$ cat src/hdl/slps_pkg.sv
// Package for the status LED pattern sequencer.
// Holds the word types, status codes and register map; no dependencies.
package slps_pkg;

  localparam int unsigned NumRegs       = 7;
  localparam int unsigned RegWidth      = 16;
  localparam int unsigned AddrWidth     = 5;
  localparam int unsigned DataWidth     = 32;
  localparam int unsigned FlashPhases   = 6;
  localparam int unsigned StepMulWidth  = 19;
  localparam int unsigned TallyWidth    = 3;
  localparam int unsigned ConnBlinks    = 4;

  typedef enum logic [2:0] {
    ST_START        = 3'd0,
    ST_AP           = 3'd1,
    ST_CONNECTING   = 3'd2,
    ST_CONNECTED    = 3'd3,
    ST_RECONNECTING = 3'd4,
    ST_FAILED       = 3'd5,
    ST_NORMAL       = 3'd6,
    ST_INVALID      = 3'd7
  } status_e;

  typedef enum logic [2:0] {
    REG_START_STEP   = 3'd0,
    REG_START_HOLD   = 3'd1,
    REG_AP_HALF      = 3'd2,
    REG_CONNECTING   = 3'd3,
    REG_CONNECTED    = 3'd4,
    REG_RECONNECTING = 3'd5,
    REG_FAILED       = 3'd6
  } reg_idx_e;

  typedef enum logic {
    FUNC_TICK   = 1'b0,
    FUNC_STATUS = 1'b1
  } func_e;

  typedef struct packed {
    logic        func;
    logic [2:0]  new_status;
    logic [31:0] now_ms;
  } in_word_t;

  typedef struct packed {
    logic       led_level;
    logic [2:0] status_now;
  } out_word_t;

endpackage

$ cat src/hdl/status_led_pattern_sequencer_unit.sv
// Top level of the status LED pattern sequencer: input register, next-state logic,
// result register and the APB register file. Depends on slps_pkg.
//
// Usage: each input word is either a time tick (func 0) carrying the current
// millisecond count, or a status request (func 1). Every accepted word yields
// exactly one result word holding the LED level and the current status.
// Both channels use valid/ready. A word passes an input register and then a
// result register; its result word becomes valid when the word leaves the input
// register, which can wait while the result register is stalled.
// One word is accepted per cycle at full rate while the receiver takes each result;
// the single-pass update of the status, timer and blink registers sets that figure.
// When the receiver stalls, the result register holds its word and the input
// register can still take one more word; further words wait until the result
// is taken.
// Reset clears both pipeline stages, sets start mode with dark LED and zero
// timers, and loads the default intervals into the APB registers.
// The APB registers should only be written while no word is in flight.
module status_led_pattern_sequencer_unit
  import slps_pkg::*;
#(
  parameter int unsigned TIME_WIDTH = 32
) (
  input  logic                 clk_i,
  input  logic                 rst_ni,
  input  logic                 in_valid_i,
  output logic                 in_ready_o,
  input  in_word_t             in_data_i,
  output logic                 out_valid_o,
  input  logic                 out_ready_i,
  output out_word_t            out_data_o,
  input  logic                 psel,
  input  logic                 penable,
  input  logic                 pwrite,
  input  logic [AddrWidth-1:0] paddr,
  input  logic [DataWidth-1:0] pwdata,
  output logic [DataWidth-1:0] prdata,
  output logic                 pready
);

  localparam int unsigned ExtWidth = (TIME_WIDTH > 32) ? TIME_WIDTH : 32;
  localparam int unsigned CmpWidth = (TIME_WIDTH > StepMulWidth) ? TIME_WIDTH : StepMulWidth;

  typedef logic [TIME_WIDTH-1:0] time_t;

  logic [RegWidth-1:0] cfg_q [NumRegs];
  logic [2:0]          reg_idx;
  logic                cfg_wr;

  logic      in_vld_q;
  in_word_t  in_q;
  logic      out_vld_q;
  out_word_t out_q;
  logic      advance;

  logic [2:0]          mode_q, mode_d;
  time_t               last_q, last_d;
  time_t               start_q, start_d;
  logic                tog_q, tog_d;
  logic                pin_q, pin_d;
  logic [TallyWidth-1:0] tally_q, tally_d;

  logic [ExtWidth-1:0] now_ext;
  time_t               now_t;
  time_t               st_eff;
  time_t               lt_eff;
  time_t               el_start;
  time_t               el_last;
  time_t               el_conn;
  logic [RegWidth-1:0] interval;
  logic [StepMulWidth-1:0] mul [FlashPhases+1];
  logic [CmpWidth-1:0]     el_start_c;
  logic [FlashPhases:1]    ge;
  logic                    periodic_hit;
  logic [TallyWidth-1:0]   tally_eff;

  assign reg_idx = paddr[AddrWidth-1:2];
  assign cfg_wr  = psel && penable && pwrite && pready;
  assign pready  = 1'b1;

  always_comb begin
    prdata = '0;
    if (32'(reg_idx) < NumRegs) begin
      prdata = DataWidth'(cfg_q[reg_idx]);
    end
  end

  always_ff @(posedge clk_i or negedge rst_ni) begin
    if (!rst_ni) begin
      cfg_q[REG_START_STEP]   <= 16'd200;
      cfg_q[REG_START_HOLD]   <= 16'd2000;
      cfg_q[REG_AP_HALF]      <= 16'd1000;
      cfg_q[REG_CONNECTING]   <= 16'd500;
      cfg_q[REG_CONNECTED]    <= 16'd150;
      cfg_q[REG_RECONNECTING] <= 16'd200;
      cfg_q[REG_FAILED]       <= 16'd100;
    end else if (cfg_wr && (32'(reg_idx) < NumRegs)) begin
      cfg_q[reg_idx] <= pwdata[RegWidth-1:0];
    end
  end

  assign advance    = in_vld_q && (!out_vld_q || out_ready_i);
  assign in_ready_o = !in_vld_q || advance;

  always_ff @(posedge clk_i or negedge rst_ni) begin
    if (!rst_ni) begin
      in_vld_q <= 1'b0;
    end else if (in_ready_o) begin
      in_vld_q <= in_valid_i;
    end
  end

  always_ff @(posedge clk_i) begin
    if (in_ready_o && in_valid_i) begin
      in_q <= in_data_i;
    end
  end

  assign now_ext  = ExtWidth'(in_q.now_ms);
  assign now_t    = now_ext[TIME_WIDTH-1:0];
  assign st_eff   = (start_q == '0) ? now_t : start_q;
  assign lt_eff   = (last_q == '0) ? now_t : last_q;
  assign tally_eff = (last_q == '0) ? '0 : tally_q;
  assign el_start = now_t - st_eff;
  assign el_last  = now_t - last_q;
  assign el_conn  = now_t - lt_eff;
  assign el_start_c = CmpWidth'(el_start);

  assign mul[0] = '0;
  assign mul[1] = StepMulWidth'(cfg_q[REG_START_STEP]);
  assign mul[2] = mul[1] << 1;
  assign mul[3] = mul[2] + mul[1];
  assign mul[4] = mul[1] << 2;
  assign mul[5] = mul[4] + mul[1];
  assign mul[6] = mul[3] << 1;

  always_comb begin
    for (int k = 1; k <= FlashPhases; k++) begin
      ge[k] = el_start_c >= CmpWidth'(mul[k]);
    end
  end

  always_comb begin
    case (mode_q)
      ST_AP:           interval = cfg_q[REG_AP_HALF];
      ST_CONNECTING:   interval = cfg_q[REG_CONNECTING];
      ST_RECONNECTING: interval = cfg_q[REG_RECONNECTING];
      ST_FAILED:       interval = cfg_q[REG_FAILED];
      default:         interval = cfg_q[REG_CONNECTED];
    endcase
  end

  assign periodic_hit = CmpWidth'(el_last) >= CmpWidth'(interval);

  always_comb begin
    mode_d  = mode_q;
    last_d  = last_q;
    start_d = start_q;
    tog_d   = tog_q;
    pin_d   = pin_q;
    tally_d = tally_q;
    if (in_q.func == FUNC_TICK) begin
      case (mode_q)
        ST_START: begin
          start_d = st_eff;
          if (!ge[FlashPhases]) begin
            pin_d = !(^ge[FlashPhases-1:1]);
          end else begin
            pin_d = 1'b0;
            if (el_start_c > CmpWidth'(cfg_q[REG_START_HOLD])) begin
              mode_d = ST_AP;
            end
          end
        end
        ST_AP, ST_CONNECTING, ST_RECONNECTING, ST_FAILED: begin
          if (periodic_hit) begin
            tog_d  = !tog_q;
            pin_d  = !tog_q;
            last_d = now_t;
          end
        end
        ST_CONNECTED: begin
          last_d  = lt_eff;
          tally_d = tally_eff;
          if (32'(tally_eff) < ConnBlinks) begin
            if (CmpWidth'(el_conn) >= CmpWidth'(cfg_q[REG_CONNECTED])) begin
              tog_d   = !tog_q;
              pin_d   = !tog_q;
              last_d  = now_t;
              tally_d = tally_eff + TallyWidth'(1);
            end
          end else begin
            pin_d = 1'b0;
          end
        end
        ST_NORMAL: pin_d = 1'b1;
        default: ;
      endcase
    end else if ((in_q.new_status != ST_INVALID) && (in_q.new_status != mode_q)) begin
      mode_d  = in_q.new_status;
      last_d  = '0;
      start_d = '0;
      tally_d = '0;
    end
  end

  always_ff @(posedge clk_i or negedge rst_ni) begin
    if (!rst_ni) begin
      mode_q  <= ST_START;
      last_q  <= '0;
      start_q <= '0;
      tog_q   <= 1'b0;
      pin_q   <= 1'b0;
      tally_q <= '0;
    end else if (advance) begin
      mode_q  <= mode_d;
      last_q  <= last_d;
      start_q <= start_d;
      tog_q   <= tog_d;
      pin_q   <= pin_d;
      tally_q <= tally_d;
    end
  end

  always_ff @(posedge clk_i or negedge rst_ni) begin
    if (!rst_ni) begin
      out_vld_q <= 1'b0;
    end else if (advance) begin
      out_vld_q <= 1'b1;
    end else if (out_ready_i) begin
      out_vld_q <= 1'b0;
    end
  end

  always_ff @(posedge clk_i) begin
    if (advance) begin
      out_q.led_level  <= pin_d;
      out_q.status_now <= mode_d;
    end
  end

  assign out_valid_o = out_vld_q;
  assign out_data_o  = out_q;

`ifndef SYNTH
  a_mode_valid: assert property (@(posedge clk_i) disable iff (!rst_ni)
    mode_q != ST_INVALID)
    else $error("status register holds the unused code");

  a_tally_bound: assert property (@(posedge clk_i) disable iff (!rst_ni)
    32'(tally_q) <= ConnBlinks)
    else $error("connected blink tally overran");

  a_status_clears: assert property (@(posedge clk_i) disable iff (!rst_ni)
    (advance && in_q.func == FUNC_STATUS && in_q.new_status != ST_INVALID &&
     in_q.new_status != mode_q)
    |=> (start_q == '0 && last_q == '0 && tally_q == '0))
    else $error("status change did not clear the timers");

  a_input_held: assert property (@(posedge clk_i) disable iff (!rst_ni)
    (in_vld_q && !advance) |=> (in_vld_q && $stable(in_q)))
    else $error("stalled input word was lost or changed");

  a_out_source: assert property (@(posedge clk_i) disable iff (!rst_ni)
    $rose(out_vld_q) |-> $past(in_vld_q))
    else $error("result word appeared without an input word");
`endif

endmodule
$ cat config.mk
export PLATFORM = sky130hd
export DESIGN_NAME = status_led_pattern_sequencer_unit
export DESIGN_NICKNAME = d
export VERILOG_FILES = /design/src/hdl/slps_pkg.sv /design/src/hdl/status_led_pattern_sequencer_unit.sv
export SDC_FILE = /design/constraint.sdc
export NUM_CORES = 1
export LEC_CHECK = 0
export BUFFER_PORTS_ARGS = -buffer_cell sky130_fd_sc_hd__buf_4
export CORE_AREA = 2 2 269 271
export CTS_BUF_LIST = sky130_fd_sc_hd__clkbuf_16
export CTS_CLUSTER_DIAMETER = 120
export DETAILED_ROUTE_END_ITERATION = 6
export DIE_AREA = 0 0 271 273
export HOLD_SLACK_MARGIN = 0.03
export REMOVE_ABC_BUFFERS = 1
export SLEW_MARGIN = 5
export SYNTH_ARGS = -nofsm -noshare
export SYNTH_HDL_FRONTEND = slang
export SYNTH_SLANG_ARGS = --single-unit
$ cat constraint.sdc
create_clock -name clk_i -period 17.4 [get_ports clk_i]
set_clock_uncertainty 0.05 [all_clocks]
set_input_delay 0.87 -clock clk_i [delete_from_list [all_inputs] [get_ports clk_i]]
set_output_delay 0.87 -clock clk_i [all_outputs]
set_load 0.02 [all_outputs]
==> impl_metrics.py, run 1 <==
metrics = {
    "route": {
        "ant_nets": 0,
        "wl_per_cell_um": 20.1,
        "route.detailed.drc": 0,
        "vias_per_cell": 5.54,
        "num_vias": 18700,
        "wl_mm": 68.0,
        "drt_pass1_iterations": 5,
        "drtIter0Drc": 1699,
    },
    "global_routing": {
        "grt_pass1_wl_mm": 104,
        "grt_overflow": 0,
        "grt_usage_pct": 17.9,
        "grt_pass1_vias": 17600,
        "grt_max_degree": 67,
        "antenna_found_initial": 0,
    },
    "min_path": {
        "hp-class": "input port to asynchronous set/reset pin",
    },
    "finish": {
        "drive_above_1_share_pct": 13.5,
        "fin_util_pct": 33.2,
        "n_antenna_cell": 0,
        "syn2layout_area_growth_pct": 11.7,
        "nets": 2762,
    },
    "die": {
        "boundaryPins": 119,
        "initial_utilization_pct": 29.7,
        "row_count": 98,
        "die_width_um": 271,
        "fp.dieH_um": 273,
        "dieArea_sq_um": 74000,
        "core_sq_um": 71000,
    },
    "cts": {
        "cts_tree": "done",
        "cts_hold_buf": 0,
        "clock_sinks": 226,
        "clockBufferDepth": 3,
        "clock_latency_ps": 580,
        "postCtsSetupRepairBufs": 0,
        "root_buffer": "clkbuf_16",
        "cts_buffers": 27,
        "h-tree-depth": 1,
        "cts_resized": 0,
        "clk_pin_slew_worst_paths_ps": 60,
    },
    "timing": {
        "maxSlewHeadroom_pct": 22.5,
        "slew_violations": 0,
        "period_needed_ps": 7860,
        "hold_viol_final": 0,
        "worst_pin_slew_ps": 1160,
        "tns_ps": 0,
        "fin_crit_sh_pct": 45.2,
        "rsz0062_at_grt": "no",
        "fmax_mhz": 127,
        "setup_viol": 0,
    },
    "critical_path": {
        "cp_max_fo": 34,
        "start_kind": "flop",
        "cp-end-kind": "flop",
        "critPathArrivalTime_ps": 8320,
        "crit_type": "flop to flop",
        "required_ps": 17860,
    },
    "logic_synthesis": {
        "synth_ff_type": "dfrtp_1",
        "synth_cell_type_count": 84,
        "synth-edff-count": 40,
        "synth.avg_cell_area_sq_um": 8.89,
        "synth-seq-area-share_pct": 28.0,
        "async_flop_share_pct": 82.3,
        "syn-cell-area_sq_um": 21100,
        "synth_warnings": 0,
        "ys_ff_latch": 226,
        "synthesis.instances": 2369,
        "yosys-top-cells-area": "dfrtp_1 (18%), ha_1 (16%), a21oi_1 (5.9%), edfxtp_1 (5.7%), mux2_2 (4.6%)",
        "yosys.area.top_type": "dfrtp_1",
        "synth_top_cell_area_share_pct": 18.4,
    },
    "run_status": {
        "status": "finished, final reports clean",
    },
    "place": {
        "dpl.hpwl_mm": 51.0,
        "port_buffers": 83,
        "place.gp.congestion": 0.911,
    },
    "run": {
        "maxCapViolations": 0,
    },
}
registers in the layout (all words and copies together) (netlist names), 3 cells and up:
signal and count:
cfg_q 112, last_q 32, now_ext 32, start_q 32, in_q 4, out_data_o 4
mode_q 3, tally_q 3
path summary, 6_finish.rpt:
check                      slack, ps  cells after the start           to           from
min                              250                      1  start_q[25]         rst_ni
max in group asynchronous      15010                      3     cfg_q[3]         rst_ni
max reg2reg                     9540                     24   last_q[22]     last_q[16]
min in group clk_i               420                      1  now_ext[19]  in_data_i[19]
max                             9540                     24   last_q[22]     last_q[16]
min reg2reg                      440                      1  out_valid_o       in_vld_q
kinds of logic after synthesis:
kind of cell	count (synthesis)	share of synthesized area (%)
fa+ha+maj	276	16.6
compound gates	792	24.4
mux	139	8.55
simple gates	597	13.7
buf+inv	246	4.91
xor+xnor	91	3.78
other cells	2	0.0356
flops	226	28.0
cell usage after synthesis (8+ instances only):
master / instances
nand2_1: 205
mux4_2: 24
dfrtp_1: 155
a2111oi_0: 9
a21o_1: 78
edfxtp_1: 40
mux2i_1: 28
and4_1: 9
buf_4: 21
o211ai_1: 35
clkbuf_1: 76
o2111ai_1: 11
a31oi_1: 16
mux2_2: 87
nand4_1: 36
and3_1: 13
inv_1: 130
a211oi_1: 34
dfstp_2: 31
xor2_1: 34
o21bai_1: 17
xnor2_1: 57
buf_2: 8
a22o_1: 26
o21a_1: 29
a21oi_1: 247
nand2b_1: 19
nand3_1: 35
nor4_1: 32
nor2b_1: 23
nor3_1: 42
ha_1: 271
o31a_1: 8
or3_1: 10
o31ai_1: 35
nor2_1: 131
o22a_1: 14
o21ai_0: 142
layout make-up:
type / count / area (sq um)
Clock buffer: 27 / 676
Clock inverter: 23 / 236
Fill cell: 7362 / 47500
Inverter: 131 / 492
Multi-Input combinational cell: 1912 / 14200
Sequential cell: 226 / 5900
Tap cell: 950 / 1190
Timing Repair Buffer: 108 / 817
cell usage in the layout, fill, tap and decap left out, types with 32 or more instances in the layout:
| master | synthesis | final |
|---|---|---|
| o21ai_0 | 142 | 142 |
| a211oi_1 | 34 | 34 |
| o211ai_1 | 35 | 35 |
| nor2_1 | 131 | 128 |
| edfxtp_1 | 40 | 40 |
| a21o_1 | 78 | 78 |
| dfrtp_1 | 155 | 154 |
| o31ai_1 | 35 | 35 |
| nand4_1 | 36 | 36 |
| nor3_1 | 42 | 39 |
| buf_4 | 21 | 107 |
| nand2_1 | 205 | 205 |
| ha_1 | 271 | 271 |
| xnor2_1 | 57 | 57 |
| mux2_2 | 87 | 87 |
| nor4_1 | 32 | 32 |
| xor2_1 | 34 | 34 |
| nand3_1 | 35 | 35 |
| inv_1 | 130 | 137 |
| a21oi_1 | 247 | 247 |
metal layers:
| layer | vias up | global-route usage, % | share of wire (%) |
|---|---|---|---|
| met5 | - | 0 | 0 |
| met4 | 0 | 4.46 | 2.5 |
| met3 | 98 | 3.38 | 7.4 |
| met2 | 633 | 27.7 | 44 |
| met1 | 9000 | 25.5 | 47 |
| li1 | 8975 | - | - |
through the flow:
step           instances  instance area [sq um]  hold slack [ps]  worst slack (ps)
4_1_cts             3377                  23500              267              9690
3_5_place_dp        3327                  22600              426              9750
6_report            3377                  23500              252              9540
3_3_place_gp        3327                  22600              418              9770
2_1_floorplan       2269                  20600              407             10660
5_1_grt             3377                  23500              293              8930
critical path, cell delays in order (launching register included):
cell and delay (ps):
dfrtp_1 470, nor4_1 370, nand4_1 350, nor2_2 340, buf_4 410, a21oi_1 170, ha_1 400, a2111o_1 460
o21ai_0 290, o21bai_1 100, a21oi_1 200, xnor2_1 170, ha_1 290, a21o_1 160, a21oi_1 130, nor2b_1 60
a2111oi_0 860, o32ai_1 200, nor4_1 330, nand4b_1 180, nor4b_2 270, nand3_2 280, a21oi_1 290, a21o_1 670
a22o_1 260
Power of run 1 is not shown: default switching activity piles up to over one toggle a cycle in this logic, so the estimate is an artifact.
==> inputs of run 2 (changes only) <==
- clock period: 17.4 -> 7.6 ns (I/O delays scaled with it)
==> run 2 against run 1 <==
Net effect: count of clock-buffer cells in the layout did not move; critical endpoint is now out_data_o[3]; highest routed layer unchanged; via count rose by 1.1%; cell area rose by 2.3%; critical path type unchanged.
==> impl_metrics.py, run 2 (synthesis results as in run 1) <==
metrics = {
    "critical_path": {
        "crit_family": "simple AND/OR/NAND/NOR gates",
        "critPathArrivalTime_ps": 7380,
        "critPathBufInv": 1,
        "r2r_start": "last_q[31]",
        "crit_top_cell": "a21oi_1",
        "crit_type": "flop to flop",
        "r2r_slack_ps": 500,
        "start_kind": "flop",
        "cp-end-kind": "flop",
        "cp_max_fo": 9,
        "cp_cell_sequence": "nor4_1 -> nand4_1 -> nor2_2 -> a21oi_1 -> ha_1 -> a2111o_1 -> o21ai_0 -> o21bai_1 -> a21oi_1 -> xnor2_1 -> ha_1 -> a21o_1 -> a21oi_1 -> nor2b_1 -> a2111oi_0 -> buf_4 -> o32ai_1 -> nor4_1 -> nand4_1 -> or4_4 -> o21a_1 -> or4_1 -> a41oi_2 -> nor2_1",
        "slowest_stage": "nor2_2",
        "r2r_end": "out_data_o[3]",
        "rr_worst_depth": 24,
        "slowest_delay_ps": 510,
        "required_ps": 7880,
    },
    "finish": {
        "final_cell_mix": "ha_1 (271), a21oi_1 (247), nand2_1 (205)",
        "regMostFlops": "cfg_q",
        "syn2layout_area_growth_pct": 14.3,
        "n_antenna_cell": 0,
        "drive_above_1_share_pct": 13.4,
        "nets": 2819,
        "largest_reg_flops": 112,
        "layout_commonest_cell": "ha_1",
    },
    "cts": {
        "h-tree-depth": 1,
        "clockBufferDepth": 3,
        "cts_tree": "done",
        "postCtsSetupRepairBufs": 0,
        "clock_sinks": 226,
        "cts_resized": 0,
        "clock_latency_ps": 580,
        "clk_pin_slew_worst_paths_ps": 60,
        "root_buffer": "clkbuf_16",
        "cts_buffers": 27,
        "cts_hold_buf": 51,
    },
    "global_routing": {
        "antenna_found_initial": 0,
        "grt_usage_pct": 17.9,
        "grt_max_degree": 99,
        "grt_pass1_vias": 17800,
        "grt_overflow": 0,
        "grt_pass1_wl_mm": 105,
    },
    "die": {
        "initial_utilization_pct": 29.7,
        "core_sq_um": 71000,
        "die_width_um": 271,
        "boundaryPins": 119,
        "fp.dieH_um": 273,
        "row_count": 98,
        "dieArea_sq_um": 74000,
    },
    "route": {
        "wl_mm": 68.0,
        "vias_per_cell": 5.51,
        "drtIter0Drc": 1663,
        "num_vias": 18900,
        "ant_nets": 0,
        "route.detailed.drc": 0,
        "wl_per_cell_um": 19.8,
        "drt_pass1_iterations": 5,
    },
    "place": {
        "dpl.hpwl_mm": 51.2,
        "port_buffers": 83,
        "place.gp.congestion": 0.916,
    },
    "timing": {
        "worst_pin_slew_ps": 1370,
        "setup_viol": 0,
        "period_needed_ps": 7100,
        "slew_violations": 0,
        "hold_viol_final": 0,
        "fin_crit_sh_pct": 93.4,
        "fmax_mhz": 141,
        "tns_ps": 0,
        "rsz0062_at_grt": "no",
        "maxSlewHeadroom_pct": 8.55,
    },
    "min_path": {
        "whs_path_depth": 3,
        "holdPathEnd": "cfg_q[94]",
        "hold_start": "pwdata[14]",
        "hp-class": "input port to flop",
    },
    "run": {
        "maxCapViolations": 0,
    },
    "run_status": {
        "status": "finished, final reports clean",
    },
}
## run 2: cell types whose count changed in the layout (fill, tap and decap cells not counted)
cell,before,now
dlygate4sd3_1,0,51
buf_4,107,113
inv_6,3,0
clkinv_1,3,5
inv_4,0,2
clkinv_2,4,3
clkinv_4,1,0
clkinvlp_4,1,2
inv_1,137,136
inv_8,0,1
## run 2: worst max-delay path by stage
stage,startpoint,endpoint,cells after the start
floorplan,last_q[17],out_data_o[3],23
global placement,last_q[31],out_data_o[3],24
detailed placement,last_q[31],out_data_o[3],24
CTS,last_q[31],out_data_o[3],24
global route,last_q[31],last_q[1],25
finish,last_q[31],out_data_o[3],24
## run 2: layout make-up
class | count | area [sq um]
clock buffers | 27 | 676
clock inverters | 23 | 231
fillers | 7317 | 46900
inverters | 131 | 492
multi-input cells | 1912 | 14200
flip-flops and latches | 226 | 5900
well taps | 950 | 1190
repair buffers | 165 | 1370
## run 2: metal layers
| layer | up-vias | GRT usage [%] | part of all wire (%) |
|---|---|---|---|
| li1 | 9077 | - | - |
| met1 | 9232 | 25.8 | 47 |
| met2 | 540 | 28.2 | 44 |
| met3 | 69 | 2.90 | 6.5 |
| met4 | 0 | 3.56 | 1.9 |
| met5 | - | 0 | 0 |
## run 2: worst register-to-register path, cell delays in order (launching register included)
cell	delay, ps
dfrtp_1	480
nor4_1	430
nand4_1	370
nor2_2	510
a21oi_1	180
ha_1	400
a2111o_1	460
o21ai_0	290
o21bai_1	100
a21oi_1	190
xnor2_1	140
ha_1	260
a21o_1	170
a21oi_1	140
nor2b_1	60
a2111oi_0	470
buf_4	210
o32ai_1	60
nor4_1	300
nand4_1	150
or4_4	490
o21a_1	190
or4_1	490
a41oi_2	220
nor2_1	60
## run 2: per-stage QoR
stage	hold slack (ps)	setup WS (ps)	cell area [sq um]	cells	util, %
3_5_place_dp	429	618	22700	3333	31.9
3_3_place_gp	419	727	22700	3333	31.9
2_1_floorplan	34.4	855	20600	2269	-
5_1_grt	53.3	135	24100	3434	33.9
6_report	63.1	500	24100	3434	33.9
4_1_cts	41.1	584	24100	3434	33.9
Power of run 2 is left out for the same reason.
